===== config.mk =====
export PLATFORM = sky130hd
export DESIGN_NAME = integer_literal_to_u64_flat
export DESIGN_NICKNAME = d
export VERILOG_FILES = /design/src/rtl/ilu_pkg.sv /design/src/rtl/ilu_ifs.sv /design/src/rtl/ilu_front.sv /design/src/rtl/ilu_queue.sv /design/src/rtl/ilu_back.sv /design/src/rtl/integer_literal_to_u64.sv /design/src/flat_wrapper.sv
export SDC_FILE = /design/constraint.sdc
export NUM_CORES = 1
export LEC_CHECK = 0
export BUFFER_PORTS_ARGS = -buffer_cell sky130_fd_sc_hd__buf_4
export CORE_MARGIN = 4
export CORE_UTILIZATION = 50
export DETAILED_ROUTE_END_ITERATION = 10
export PLACE_DENSITY = 0.7
export SLEW_MARGIN = 20
export SYNTH_ARGS = -nofsm -noshare
export SYNTH_HDL_FRONTEND = slang
export SYNTH_SLANG_ARGS = --single-unit

===== constraint.sdc =====
create_clock -name clk -period 6.2 [get_ports clk]
set_input_delay 0.31 -clock clk [delete_from_list [all_inputs] [get_ports clk]]
set_output_delay 0.31 -clock clk [all_outputs]
set_load 0.1 [all_outputs]

===== src/rtl/ilu_pkg.sv =====
// Shared types, character codes and helper functions of the integer literal parser.
// No dependencies; every module file of the block imports this package.
`default_nettype none

package ilu_pkg;

	typedef enum logic [1:0] {
		RADIX_DEC = 2'd0,
		RADIX_HEX = 2'd1,
		RADIX_BIN = 2'd2
	} radix_t;

	typedef enum logic [3:0] {
		SFX_EMPTY = 4'd0,
		SFX_LEAD  = 4'd1,
		SFX_ONE   = 4'd2,
		SFX_THREE = 4'd3,
		SFX_SIX   = 4'd4,
		SFX_S     = 4'd5,
		SFX_SI    = 4'd6,
		SFX_SIZ   = 4'd7,
		SFX_ACC   = 4'd8,
		SFX_DEAD  = 4'd9
	} sfx_state_t;

	typedef enum logic [1:0] {
		TOK_SKIP  = 2'd0,
		TOK_DIGIT = 2'd1,
		TOK_BAD   = 2'd2
	} tok_kind_t;

	// One classified character, handed from the front end to the accumulator.
	typedef struct packed {
		tok_kind_t  kind;
		logic [3:0] digit;
		radix_t     radix;
		logic       last;
		logic       sfx_ok;
	} token_t;

	localparam logic [7:0] CH_0       = "0";
	localparam logic [7:0] CH_9       = "9";
	localparam logic [7:0] CH_LA      = "a";
	localparam logic [7:0] CH_LF      = "f";
	localparam logic [7:0] CH_UA      = "A";
	localparam logic [7:0] CH_UF      = "F";
	localparam logic [7:0] CH_UNDER   = "_";
	localparam logic [7:0] CH_LX      = "x";
	localparam logic [7:0] CH_UX      = "X";
	localparam logic [7:0] CH_LB      = "b";
	localparam logic [7:0] CH_UB      = "B";
	localparam logic [7:0] CH_I       = "i";
	localparam logic [7:0] CH_U       = "u";
	localparam logic [7:0] CH_1       = "1";
	localparam logic [7:0] CH_2       = "2";
	localparam logic [7:0] CH_3       = "3";
	localparam logic [7:0] CH_4       = "4";
	localparam logic [7:0] CH_6       = "6";
	localparam logic [7:0] CH_8       = "8";
	localparam logic [7:0] CH_S       = "s";
	localparam logic [7:0] CH_Z       = "z";
	localparam logic [7:0] CH_E       = "e";
	localparam logic [4:0] NOT_DIGIT  = 5'd16;

	// Digit value 0..15, or NOT_DIGIT for any other character.
	function automatic logic [4:0] digit_of(input logic [7:0] c);
		logic [4:0] d;
		d = NOT_DIGIT;
		if (c inside {[CH_0:CH_9]}) begin
			d = 5'(c - CH_0);
		end else if (c inside {[CH_LA:CH_LF]}) begin
			d = 5'(c - CH_LA) + 5'd10;
		end else if (c inside {[CH_UA:CH_UF]}) begin
			d = 5'(c - CH_UA) + 5'd10;
		end
		return d;
	endfunction

	function automatic sfx_state_t sfx_next(input sfx_state_t st, input logic [7:0] c);
		sfx_state_t n;
		n = SFX_DEAD;
		case (st)
			SFX_EMPTY: begin
				if (c == CH_I || c == CH_U) n = SFX_LEAD;
			end
			SFX_LEAD: begin
				if (c == CH_8) n = SFX_ACC;
				else if (c == CH_1) n = SFX_ONE;
				else if (c == CH_3) n = SFX_THREE;
				else if (c == CH_6) n = SFX_SIX;
				else if (c == CH_S) n = SFX_S;
			end
			SFX_ONE: begin
				if (c == CH_6) n = SFX_ACC;
			end
			SFX_THREE: begin
				if (c == CH_2) n = SFX_ACC;
			end
			SFX_SIX: begin
				if (c == CH_4) n = SFX_ACC;
			end
			SFX_S: begin
				if (c == CH_I) n = SFX_SI;
			end
			SFX_SI: begin
				if (c == CH_Z) n = SFX_SIZ;
			end
			SFX_SIZ: begin
				if (c == CH_E) n = SFX_ACC;
			end
			default: begin
				n = SFX_DEAD;
			end
		endcase
		return n;
	endfunction

endpackage

`default_nettype wire


===== src/rtl/ilu_ifs.sv =====
// Valid/ready channel interfaces of the integer literal parser: characters in, results out.
// No dependencies.
`default_nettype none

interface ilu_char_if;
	logic       valid;
	logic       ready;
	logic [7:0] char_code;
	logic       is_last;

	modport source (output valid, output char_code, output is_last, input ready);
	modport sink   (input valid, input char_code, input is_last, output ready);
endinterface

interface ilu_res_if;
	logic        valid;
	logic        ready;
	logic        ok;
	logic [63:0] number;

	modport source (output valid, output ok, output number, input ready);
	modport sink   (input valid, input ok, input number, output ready);
endinterface

`default_nettype wire


===== src/rtl/ilu_front.sv =====
// Front end: accepts characters, tracks prefix, radix and suffix state, emits tokens.
// Depends on ilu_pkg and ilu_char_if.
`default_nettype none

module ilu_front (
	input  wire logic           clk,
	input  wire logic           arst_n,
	ilu_char_if.sink            chars,
	output logic                tok_valid,
	input  wire logic           tok_ready,
	output ilu_pkg::token_t     tok
);
	import ilu_pkg::*;

	logic [1:0]  pos_q;
	logic        prefix_q;
	radix_t      radix_q;
	logic        in_sfx_q;
	sfx_state_t  sfx_q;

	logic [7:0]  c;
	logic [4:0]  d;
	logic        is_x;
	logic        is_b;
	logic        handled;
	logic        too_big;
	logic        accept;
	radix_t      radix_n;
	logic        in_sfx_n;
	sfx_state_t  sfx_n;
	tok_kind_t   kind;

	assign c      = chars.char_code;
	assign accept = chars.valid && tok_ready;

	assign chars.ready = tok_ready;
	assign tok_valid   = chars.valid;

	always_comb begin
		d       = digit_of(c);
		is_x    = (c == CH_LX) || (c == CH_UX);
		is_b    = (c == CH_LB) || (c == CH_UB);
		// The prefix only counts when the first character was zero and more text follows.
		handled = (pos_q == 2'd1) && prefix_q && !chars.is_last && (is_x || is_b);
		case (radix_q)
			RADIX_HEX: too_big = 1'b0;
			RADIX_BIN: too_big = (d[3:0] > 4'd1);
			default:   too_big = (d[3:0] > 4'd9);
		endcase
		radix_n  = radix_q;
		in_sfx_n = in_sfx_q;
		sfx_n    = sfx_q;
		kind     = TOK_SKIP;
		if (handled) begin
			radix_n = is_x ? RADIX_HEX : RADIX_BIN;
		end else if (in_sfx_q) begin
			sfx_n = sfx_next(sfx_q, c);
		end else if (c != CH_UNDER) begin
			if (d[4]) begin
				in_sfx_n = 1'b1;
				sfx_n    = sfx_next(SFX_EMPTY, c);
			end else if (too_big) begin
				kind = TOK_BAD;
			end else begin
				kind = TOK_DIGIT;
			end
		end
	end

	always_comb begin
		tok.kind   = kind;
		tok.digit  = d[3:0];
		tok.radix  = radix_q;
		tok.last   = chars.is_last;
		tok.sfx_ok = (sfx_n == SFX_EMPTY) || (sfx_n == SFX_ACC);
	end

	always_ff @(posedge clk or negedge arst_n) begin
		if (!arst_n) begin
			pos_q    <= 2'd0;
			prefix_q <= 1'b0;
			radix_q  <= RADIX_DEC;
			in_sfx_q <= 1'b0;
			sfx_q    <= SFX_EMPTY;
		end else if (accept) begin
			if (chars.is_last) begin
				pos_q    <= 2'd0;
				prefix_q <= 1'b0;
				radix_q  <= RADIX_DEC;
				in_sfx_q <= 1'b0;
				sfx_q    <= SFX_EMPTY;
			end else begin
				pos_q    <= (pos_q == 2'd2) ? 2'd2 : pos_q + 2'd1;
				prefix_q <= (pos_q == 2'd0) && (c == CH_0);
				radix_q  <= radix_n;
				in_sfx_q <= in_sfx_n;
				sfx_q    <= sfx_n;
			end
		end
	end

endmodule

`default_nettype wire


===== src/rtl/ilu_queue.sv =====
// Small token queue between the front end and the accumulator.
// Depends on ilu_pkg.
`default_nettype none

module ilu_queue #(
	parameter int DEPTH = 2
) (
	input  wire logic              clk,
	input  wire logic              arst_n,
	input  wire logic              wr_valid,
	output logic                   wr_ready,
	input  wire ilu_pkg::token_t   wr_data,
	output logic                   rd_valid,
	input  wire logic              rd_ready,
	output ilu_pkg::token_t        rd_data
);
	import ilu_pkg::*;

	localparam int AW = $clog2(DEPTH);
	localparam int CW = $clog2(DEPTH + 1);
	localparam logic [AW-1:0] LAST_SLOT = AW'(DEPTH - 1);
	localparam logic [CW-1:0] FULL      = CW'(DEPTH);

	token_t         mem_q [DEPTH];
	logic [AW-1:0]  wptr_q;
	logic [AW-1:0]  rptr_q;
	logic [CW-1:0]  count_q;
	logic           push;
	logic           pop;

	assign wr_ready = (count_q != FULL);
	assign rd_valid = (count_q != '0);
	assign rd_data  = mem_q[rptr_q];
	assign push     = wr_valid && wr_ready;
	assign pop      = rd_valid && rd_ready;

	always_ff @(posedge clk) begin
		if (push) begin
			mem_q[wptr_q] <= wr_data;
		end
	end

	always_ff @(posedge clk or negedge arst_n) begin
		if (!arst_n) begin
			wptr_q  <= '0;
			rptr_q  <= '0;
			count_q <= '0;
		end else begin
			if (push) begin
				wptr_q <= (wptr_q == LAST_SLOT) ? '0 : wptr_q + AW'(1);
			end
			if (pop) begin
				rptr_q <= (rptr_q == LAST_SLOT) ? '0 : rptr_q + AW'(1);
			end
			if (push && !pop) begin
				count_q <= count_q + CW'(1);
			end else if (pop && !push) begin
				count_q <= count_q - CW'(1);
			end
		end
	end

endmodule

`default_nettype wire


===== src/rtl/ilu_back.sv =====
// Back end: shift-add accumulation with overflow check, and the result register.
// Depends on ilu_pkg and ilu_res_if.
`default_nettype none

module ilu_back (
	input  wire logic              clk,
	input  wire logic              arst_n,
	input  wire logic              tok_valid,
	output logic                   tok_ready,
	input  wire ilu_pkg::token_t   tok,
	ilu_res_if.source              result
);
	import ilu_pkg::*;

	logic [63:0] acc_q;
	logic        err_q;
	logic        res_valid_q;
	logic        res_ok_q;
	logic [63:0] res_num_q;

	logic [67:0] prod;
	logic [67:0] sum;
	logic        ovf;
	logic        take;
	logic [63:0] acc_n;
	logic        err_n;
	logic        ok_n;

	// Only a closing token needs room in the result register.
	assign tok_ready = !tok.last || !res_valid_q || result.ready;
	assign take      = tok_valid && tok_ready;

	always_comb begin
		case (tok.radix)
			RADIX_HEX: prod = {acc_q, 4'b0};
			RADIX_BIN: prod = {3'b0, acc_q, 1'b0};
			default:   prod = {1'b0, acc_q, 3'b0} + {3'b0, acc_q, 1'b0};
		endcase
		sum   = prod + {64'b0, tok.digit};
		ovf   = |sum[67:64];
		acc_n = acc_q;
		err_n = err_q;
		if (tok.kind == TOK_BAD) begin
			err_n = 1'b1;
		end else if (tok.kind == TOK_DIGIT) begin
			if (ovf) begin
				err_n = 1'b1;
			end else begin
				acc_n = sum[63:0];
			end
		end
		ok_n = !err_n && tok.sfx_ok;
	end

	always_ff @(posedge clk or negedge arst_n) begin
		if (!arst_n) begin
			acc_q       <= '0;
			err_q       <= 1'b0;
			res_valid_q <= 1'b0;
		end else begin
			if (take && tok.last) begin
				acc_q       <= '0;
				err_q       <= 1'b0;
				res_valid_q <= 1'b1;
			end else begin
				if (take) begin
					acc_q <= acc_n;
					err_q <= err_n;
				end
				if (result.ready) begin
					res_valid_q <= 1'b0;
				end
			end
		end
	end

	always_ff @(posedge clk) begin
		if (take && tok.last) begin
			res_ok_q  <= ok_n;
			res_num_q <= ok_n ? acc_n : 64'd0;
		end
	end

	assign result.valid  = res_valid_q;
	assign result.ok     = res_ok_q;
	assign result.number = res_num_q;

endmodule

`default_nettype wire


===== src/rtl/integer_literal_to_u64.sv =====
// Top level of the integer literal parser: front end, token queue and accumulator.
// Depends on ilu_pkg, ilu_ifs, ilu_front, ilu_queue and ilu_back.
//
//   Channel   Dir  Payload              Transaction
//   chars     in   char_code, is_last   one character of a literal
//   result    out  ok, number           one parsed literal, after its last character
//
// One character is accepted every cycle while the token queue has room; the front end
// classifies it in the cycle it is accepted and the back end folds one token per cycle,
// unless a closing token waits on a held result. A result becomes valid once the
// closing token has passed the token queue into the result register, and is held until
// taken. A stalled result only blocks the closing token of the next literal; the queue
// then holds that token and at most QUEUE_DEPTH-1 characters behind it before the input
// stalls. Reset clears all control state; no clearing pass is needed.
`default_nettype none

module integer_literal_to_u64 #(
	parameter int QUEUE_DEPTH = 2
) (
	input  wire logic  clk,
	input  wire logic  arst_n,
	ilu_char_if.sink   chars,
	ilu_res_if.source  result
);
	import ilu_pkg::*;

	logic   ftok_valid;
	logic   ftok_ready;
	token_t ftok;
	logic   btok_valid;
	logic   btok_ready;
	token_t btok;

	ilu_front u_front (
		.clk       (clk),
		.arst_n    (arst_n),
		.chars     (chars),
		.tok_valid (ftok_valid),
		.tok_ready (ftok_ready),
		.tok       (ftok)
	);

	ilu_queue #(
		.DEPTH (QUEUE_DEPTH)
	) u_queue (
		.clk      (clk),
		.arst_n   (arst_n),
		.wr_valid (ftok_valid),
		.wr_ready (ftok_ready),
		.wr_data  (ftok),
		.rd_valid (btok_valid),
		.rd_ready (btok_ready),
		.rd_data  (btok)
	);

	ilu_back u_back (
		.clk       (clk),
		.arst_n    (arst_n),
		.tok_valid (btok_valid),
		.tok_ready (btok_ready),
		.tok       (btok),
		.result    (result)
	);

endmodule

`default_nettype wire

===== src/flat_wrapper.sv =====
// flat-port wrapper written by rule: the top's interface ports become plain ports
module integer_literal_to_u64_flat import ilu_pkg::*;
#(
	parameter int QUEUE_DEPTH = 2
)
  (clk, arst_n, chars_valid, chars_char_code, chars_is_last, chars_ready, result_valid, result_ok, result_number, result_ready);
  ilu_char_if chars_i ();
  ilu_res_if result_i ();
  input  wire logic clk;
  input  wire logic arst_n;
  input wire logic [$bits(chars_i.valid)-1:0] chars_valid;
  input wire logic [$bits(chars_i.char_code)-1:0] chars_char_code;
  input wire logic [$bits(chars_i.is_last)-1:0] chars_is_last;
  output wire logic [$bits(chars_i.ready)-1:0] chars_ready;
  output wire logic [$bits(result_i.valid)-1:0] result_valid;
  output wire logic [$bits(result_i.ok)-1:0] result_ok;
  output wire logic [$bits(result_i.number)-1:0] result_number;
  input wire logic [$bits(result_i.ready)-1:0] result_ready;
  assign chars_i.valid = chars_valid;
  assign chars_i.char_code = chars_char_code;
  assign chars_i.is_last = chars_is_last;
  assign chars_ready = chars_i.ready;
  assign result_valid = result_i.valid;
  assign result_ok = result_i.ok;
  assign result_number = result_i.number;
  assign result_i.ready = result_ready;
  integer_literal_to_u64 #(.QUEUE_DEPTH(QUEUE_DEPTH)) u_core (.clk(clk), .arst_n(arst_n), .chars(chars_i), .result(result_i));
endmodule

; ---- Word-level counts from Yosys, hierarchy flattened
; Memories as Yosys holds them, arrays and structs flattened.
; Index checks and enable logic that the tools add are counted.
[word_totals]
regBits = 145
ramBits = 20
input_bits = 13
out_inout_bits = 67
elab_cells = 163
memories = 1
[memory_table]
columns = memory, words, width, read_ports, rd_ports_with_merged_regs, write_ports, line_no
row1 = u_core.u_queue.mem_q, 2, 10, 1, 0, 1, ilu_queue.sv:24  ; token_t mem_q [DEPTH];
[op_classes]
addsub = 12
magnitude_cmp = 8
n_eq_ne = 35
n_mux = 57
reduce_logical = 37
[ops]
columns = cell, count
row1 = 2-to-1 mux 64 bit, 5
row2 = case mux 68 bit (2 select lines), 1
row3 = "== test 8 x 7 -> 1 bit, second input constant", 9
row4 = adder 67 x 65 -> 68 bit, 1
row5 = adder 68 x 4 -> 68 bit, 1
row6 = "== test 8 x 6 -> 1 bit, second input constant", 7
row7 = 2-to-1 mux 4 bit, 13
row8 = case mux 4 bit (8 select lines), 1
row9 = 2-to-1 mux 2 bit, 12
row10 = 2-to-1 mux 1 bit, 21
row11 = "== test 4 x 3 -> 1 bit, second input constant", 4
row12 = ">= comparator 8 x 7 -> 1 bit, second input constant", 2
row13 = "<= comparator 8 x 7 -> 1 bit, second input constant", 2
row14 = 2-to-1 mux 5 bit, 3
row15 = logical AND 1 bit, 13
row16 = "adder 5 x 4 -> 5 bit, second input constant", 2
row17 = nonzero test 2 bit, 5
row18 = "subtractor 5 x 1 -> 5 bit, second input constant", 2
row19 = "== test 2 x 1 -> 1 bit, second input constant", 4
row20 = "== test 2 bit, second input constant", 4
row21 = "== test 4 x 2 -> 1 bit, second input constant", 2
row22 = ">= comparator 8 x 6 -> 1 bit, second input constant", 1
row23 = "<= comparator 8 x 6 -> 1 bit, second input constant", 1
row24 = zero test 4 bit, 2
row25 = 16 further kinds, 31

; ---- Depth between registers and ports, before layout
[logic_depth]
word_depth = 12
mapped_depth = 29
depth_no_buf = 19

; ---- Modules after synthesis
; A second synthesis with hierarchy kept.
[hier_totals]
hier_cells = 1884
area_unflattened_um2 = 15843.9
[modules_own_cells]
columns = mod, instances, cells_each, area_per_inst_um2, seq_area_each_um2
row1 = ilu_back, 1, 1662, 13564.3, 3603.5
row2 = ilu_front, 1, 173, 1347.5, 250.2
row3 = ilu_queue, 1, 49, 932.1, 700.7

; ---- Least setup slack after synthesis
; No wires, ideal clock.
[synth_path]
kind = reg2reg
startpoint = reg u_core.u_queue.rptr_q
endpoint = reg u_core.u_back.res_num_q[30], in the netlist u_core.u_back.result.number[30] (data pin)
setup_ps = 270
t_arrival_ps = 6270
required_ps = 5930
path_slack_ps = -340
path_stages_with_launch = 29
n_path_buf = 10
synth_period_minus_slack_ps = 6540
path_cell_list = dfrtp_1 buf_2 clkbuf_1 mux2i_1 inv_1 ha_1 buf_2 buf_1 buf_1 clkbuf_1 clkbuf_1 buf_1 o21a_1 ha_1 fa_1 a21oi_1 nor2_1 nand2_1 or3_1 a211o_1 nor4_2 nand4_2 nor4_4 mux2i_2 nor2_2 buf_4 buf_4 nand3_1 a21oi_1
[synth_via]
elab_chain_len = 10
elab_cells_between_ends = 16
classes_between = add/sub: 1 / eq/ne: 4 / mux: 7 / reduce/logical: 3 / memory: 1
[synth_rtl]
columns = item, line_no
row1 = "start, declared", ilu_queue.sv:26  ; logic [AW-1:0] rptr_q;
row2 = "start signal, assigned", ilu_queue.sv:53  ; rptr_q <= (rptr_q == LAST_SLOT) ? '0 : rptr_q + AW'(1);
row3 = memory read (2 x 10 bit) *, --
row4 = == test 2 bit or == test 2 x 1 -> 1 bit (tied branches), ilu_back.sv:34  ; case (tok.radix)
row5 = case mux 68 bit (2 select lines), ilu_back.sv:34
row6 = adder 68 x 4 -> 68 bit, ilu_back.sv:39  ; sum = prod + {64'b0, tok.digit};
row7 = OR reduction 4 bit, ilu_back.sv:40  ; ovf = |sum[67:64];
row8 = 2-to-1 mux 1 bit, ilu_back.sv:46  ; if (ovf) begin
row9 = 2-to-1 mux 1 bit, ilu_back.sv:45  ; end else if (tok.kind == TOK_DIGIT) begin
row10 = 2-to-1 mux 1 bit, ilu_back.sv:43  ; if (tok.kind == TOK_BAD) begin
row11 = zero test 1 bit, ilu_back.sv:52  ; ok_n = !err_n && tok.sfx_ok;
row12 = logical AND 1 bit, ilu_back.sv:52
row13 = "end signal, assigned", ilu_back.sv:80  ; res_num_q <= ok_n ? acc_n : 64'd0;
row14 = "end, declared", ilu_back.sv:19  ; logic [63:0] res_num_q;
; Every way passes the cells marked *; elsewhere a longest branch is shown, timed or not.
; A chain may end at the register's enable or synchronous reset.

; ---- Worst setup path in the final report
[layout_path]
startpoint = reg u_core.u_back.acc_q[2]
endpoint = reg u_core.u_back.res_num_q[3], in the netlist u_core.u_back.result.number[3] (data pin)
[layout_via]
elab_chain_len = 9
elab_cells_between_ends = 12
classes_between = add/sub: 2 / mux: 7 / reduce/logical: 3
[layout_rtl]
columns = item, line_no
row1 = "start, declared", ilu_back.sv:15  ; logic [63:0] acc_q;
row2 = "start signal, assigned", ilu_back.sv:67  ; acc_q <= acc_n;
row3 = adder 67 x 65 -> 68 bit, ilu_back.sv:37  ; default: prod = {1'b0, acc_q, 3'b0} + {3'b0, acc_q, 1'b0};
row4 = case mux 68 bit (2 select lines) *, ilu_back.sv:34
row5 = adder 68 x 4 -> 68 bit *, ilu_back.sv:39
row6 = OR reduction 4 bit, ilu_back.sv:40
row7 = 2-to-1 mux 1 bit, ilu_back.sv:46
row8 = 2-to-1 mux 1 bit, ilu_back.sv:45
row9 = 2-to-1 mux 1 bit, ilu_back.sv:43
row10 = zero test 1 bit, ilu_back.sv:52
row11 = logical AND 1 bit, ilu_back.sv:52
; Marks and branches as above.

==> metrics <==
gr usage total=31.22%; dominant cell type by area after synthesis=edfxtp_1; Slew Limit Headroom=35.25%; Seq/Total Area, Yosys=29.95%; Synth cell types=101; layout cells sized above 1=11.62%; H-tree levels=4; core outline area=29800 um^2; clk sinks=165; io pins=80; setup TNS=0 ps; Final ANT Viol Nets=0; Port Buffers=79; fmax=177.1 MHz; Routed wire per std cell=23.18 um; status=completed; Synth Area in Simple Gates=22.53%; Synth top area share=16.78%; Cell Count, Final, Fillers Out=2249; CTS buffer count=17; total number of vias=15370; Crit Path Category=flop to flop; largest cells by area after synthesis=edfxtp_1, dfrtp_1, ha_1, a21oi_1, nand2_1; total grt overflow=0; Worst-path clk slew=80 ps; root buf cell=clkbuf_16; VDD IR max=410.6 uV; # Max-Cap Violations=0; Seq cells post-synth=165; diode count=0; die span in x=182.4 um; RR Startpoint=u_core.u_back.acc_q[2]; measured slew at the worst slew-check pin=969.0 ps; synthesized net count=1930; Worst Setup End Kind=flop; largest net degree at the start of global routing=53; clock skew=18.10 ps; endpoints failing hold=0; CP Max Fanout=30; Reg area=4556 um^2; DP Cell Count=2216; # setup viols final=0; EDFF count, synth=85; GR Util met3=5.960%; # rows=63; r2r setup slk=550 ps; CP Data Required Time=6510 ps; die height=182.4 um; Worst R2R Path Depth=17; Initial DRT Pass Iterations=9; Most Crowded Layer GR=met2; CP arrival=5950 ps; Nets=1938; area growth from synthesis to layout=9.823%; Post-Syn Area per Cell=8.274 um^2; routed vias/inst=6.834; Setup crit end=u_core.u_back.result.number[3]; fraction of registers with async set/reset=48.48%; largest family of logic cells by synthesized area=compound AO/OA/AOI/OAI gates; die area=33270 um^2; Synth Area in Compound Gates=29.54%; Layout Utilization=56.06%; initial core utilization=51.04%; adder-cell share of the synthesized area=6.598%; Synth Flop Type=edfxtp_1; met1 Track Usage GR=44.18%; routed wire length=52.14 mm; antenna violations before repair=0; fillers=2732; CP startpoint=u_core.u_back.acc_q[2]; Leakage=6.370 nW; synth warn=0; R2R Path End=u_core.u_back.result.number[3]; met2 Use GR=47.90%; Post-route DRC=0; gpl congestion=1.014; first-pass GRT wire length=83.32 mm; Tmin final=5648 ps; RSZ-0062 raised after global routing=no; commonest cells after routing, fill and taps aside=nand2_1, a21oi_1, nor2_1; worst skew pair latency=470 ps; final period utilization=91.09%; Hold Slack=141.4 ps; clock buffer depth=2; Slew Limit Fails=0; area occupied by multi-input gates=10000 um^2; Post-Syn Instances=1838; CTS tree=built; Post-Synthesis Cell Area=15210 um^2; commonest non-fill, non-tap cell in the layout=nand2_1; post-synthesis mux area share=1.621%; worst hold-check path type=input port to flop; vias in the first global route=14580; Post-DP HPWL=39.17 mm; XOR/XNOR Fraction of Synth Area=5.010%; Pwr Density=561.6 nW/um^2; initial DRC count=1625; Post-CTS Setup Bufs=0; Setup crit start kind=flop
-- stage by stage --
step	total power [W]	setup slack [ps]	area, um^2
2_1_floorplan	0.006713	21.31	15220
4_1_cts	0.009351	400.1	16700
5_1_grt	0.009891	153.9	16700
3_3_place_gp	0.008141	541.4	16070
3_5_place_dp	0.008216	450.2	16090
6_report	0.009380	552.4	16700
-- synthesized netlist by cell type, types with 10 or more instances --
cell / number
or3_1: 19
o21ai_0: 88
a21oi_1: 176
buf_4: 11
o31ai_1: 12
a211oi_1: 10
a22o_1: 66
o21ai_1: 22
edfxtp_1: 85
nor3_1: 43
xnor2_1: 50
dfrtp_1: 80
nor4_1: 13
nor2b_1: 12
nand2_1: 206
a21o_1: 32
buf_2: 45
a31oi_1: 24
nand3_1: 90
xor2_1: 37
clkbuf_1: 52
o211ai_1: 18
and3_1: 12
nand4_1: 54
nor2_1: 151
a221oi_1: 26
mux2i_1: 15
o21a_1: 22
buf_1: 13
a22oi_1: 24
ha_1: 77
inv_1: 24
nand3b_1: 12
a221o_1: 18
-- cell families after synthesis --
kind of cell,Yosys count
adders and majority gates,79
xor gates and xnor gates,87
AOI/OAI and AO/OA,648
and+or+nand+nor,683
muxes,23
buffers and inverters,153
DFF,165
-- worst min path at each step --
stage | startpoint | end | slack (ps) | cells past startpoint
floorplan | arst_n | u_core.u_back.acc_q[0] | 10 | 0
global placement | arst_n | u_core.u_back.acc_q[30] | 300 | 1
detailed placement | arst_n | u_core.u_back.acc_q[30] | 320 | 1
CTS | chars_is_last | u_core.u_front.radix_q[0] | 130 | 2
global route | chars_is_last | u_core.u_queue.mem_q[1][1] | 140 | 1
finish | chars_is_last | u_core.u_queue.mem_q[1][1] | 140 | 1
-- repair_timing --
item	in CTS	in global routing
hold buffers	1	0
resized for setup	0	1
endpoints found under the setup margin	0	18
endpoints found under the hold margin	35	0
-- worst max-delay path, stage by stage (launching register included) --
cell,delay (ps)
dfrtp_1,480
ha_1,270
fa_1,250
a21o_1,140
nand4_1,170
a2111oi_2,860
o31ai_1,180
mux2i_1,160
or3_1,400
nor2_1,210
nand4_1,370
or2_1,400
nor4_2,320
mux2_4,380
nor2_4,310
buf_12,230
nand3_1,90
a21oi_1,230
-- state kept, by name, indices dropped and copies added (netlist names) --
register and count:
u_core.u_back.acc_q 64, u_core.u_back.result.number 64, u_core.u_queue.mem_q 20, u_core.u_front.sfx_q 4
u_core.u_front.pos_q 2, u_core.u_front.radix_q 2, u_core.u_queue.count_q 2, u_core.u_back.err_q 1
u_core.u_back.result.ok 1, u_core.u_back.result.valid 1, u_core.u_front.in_sfx_q 1, u_core.u_front.prefix_q 1
u_core.u_queue.rptr_q 1, u_core.u_queue.wptr_q 1
-- final cells by class --
cell class                 instances  area share (%)
tap                              390           2.922
multi-input combinational       1520           59.87
sequential                       165           27.28
inverter                          25          0.5618
clock buffer                      17           2.547
timing repair buffer             117           5.746
clock inverter                    15           1.079
-- layer usage --
| layer | up-vias | wire length (um) |
|---|---|---|
| met5 | - | 0 |
| met4 | 0 | 1714 |
| met3 | 101 | 4256 |
| met2 | 714 | 23340 |
| met1 | 7479 | 22830 |
| li1 | 7075 | - |
-- report_power, final --
part / leakage, nW / switching [W] / total (W) / internal [W]
Clock: 0.292 / 0.000556 / 0.00110 / 0.000547
Sequential: 1.94 / 0.000336 / 0.00196 / 0.00163
Combinational: 4.14 / 0.00461 / 0.00631 / 0.00171
Total: 6.37 / 0.00550 / 0.00938 / 0.00388
Power figures use the tool's default switching activity.
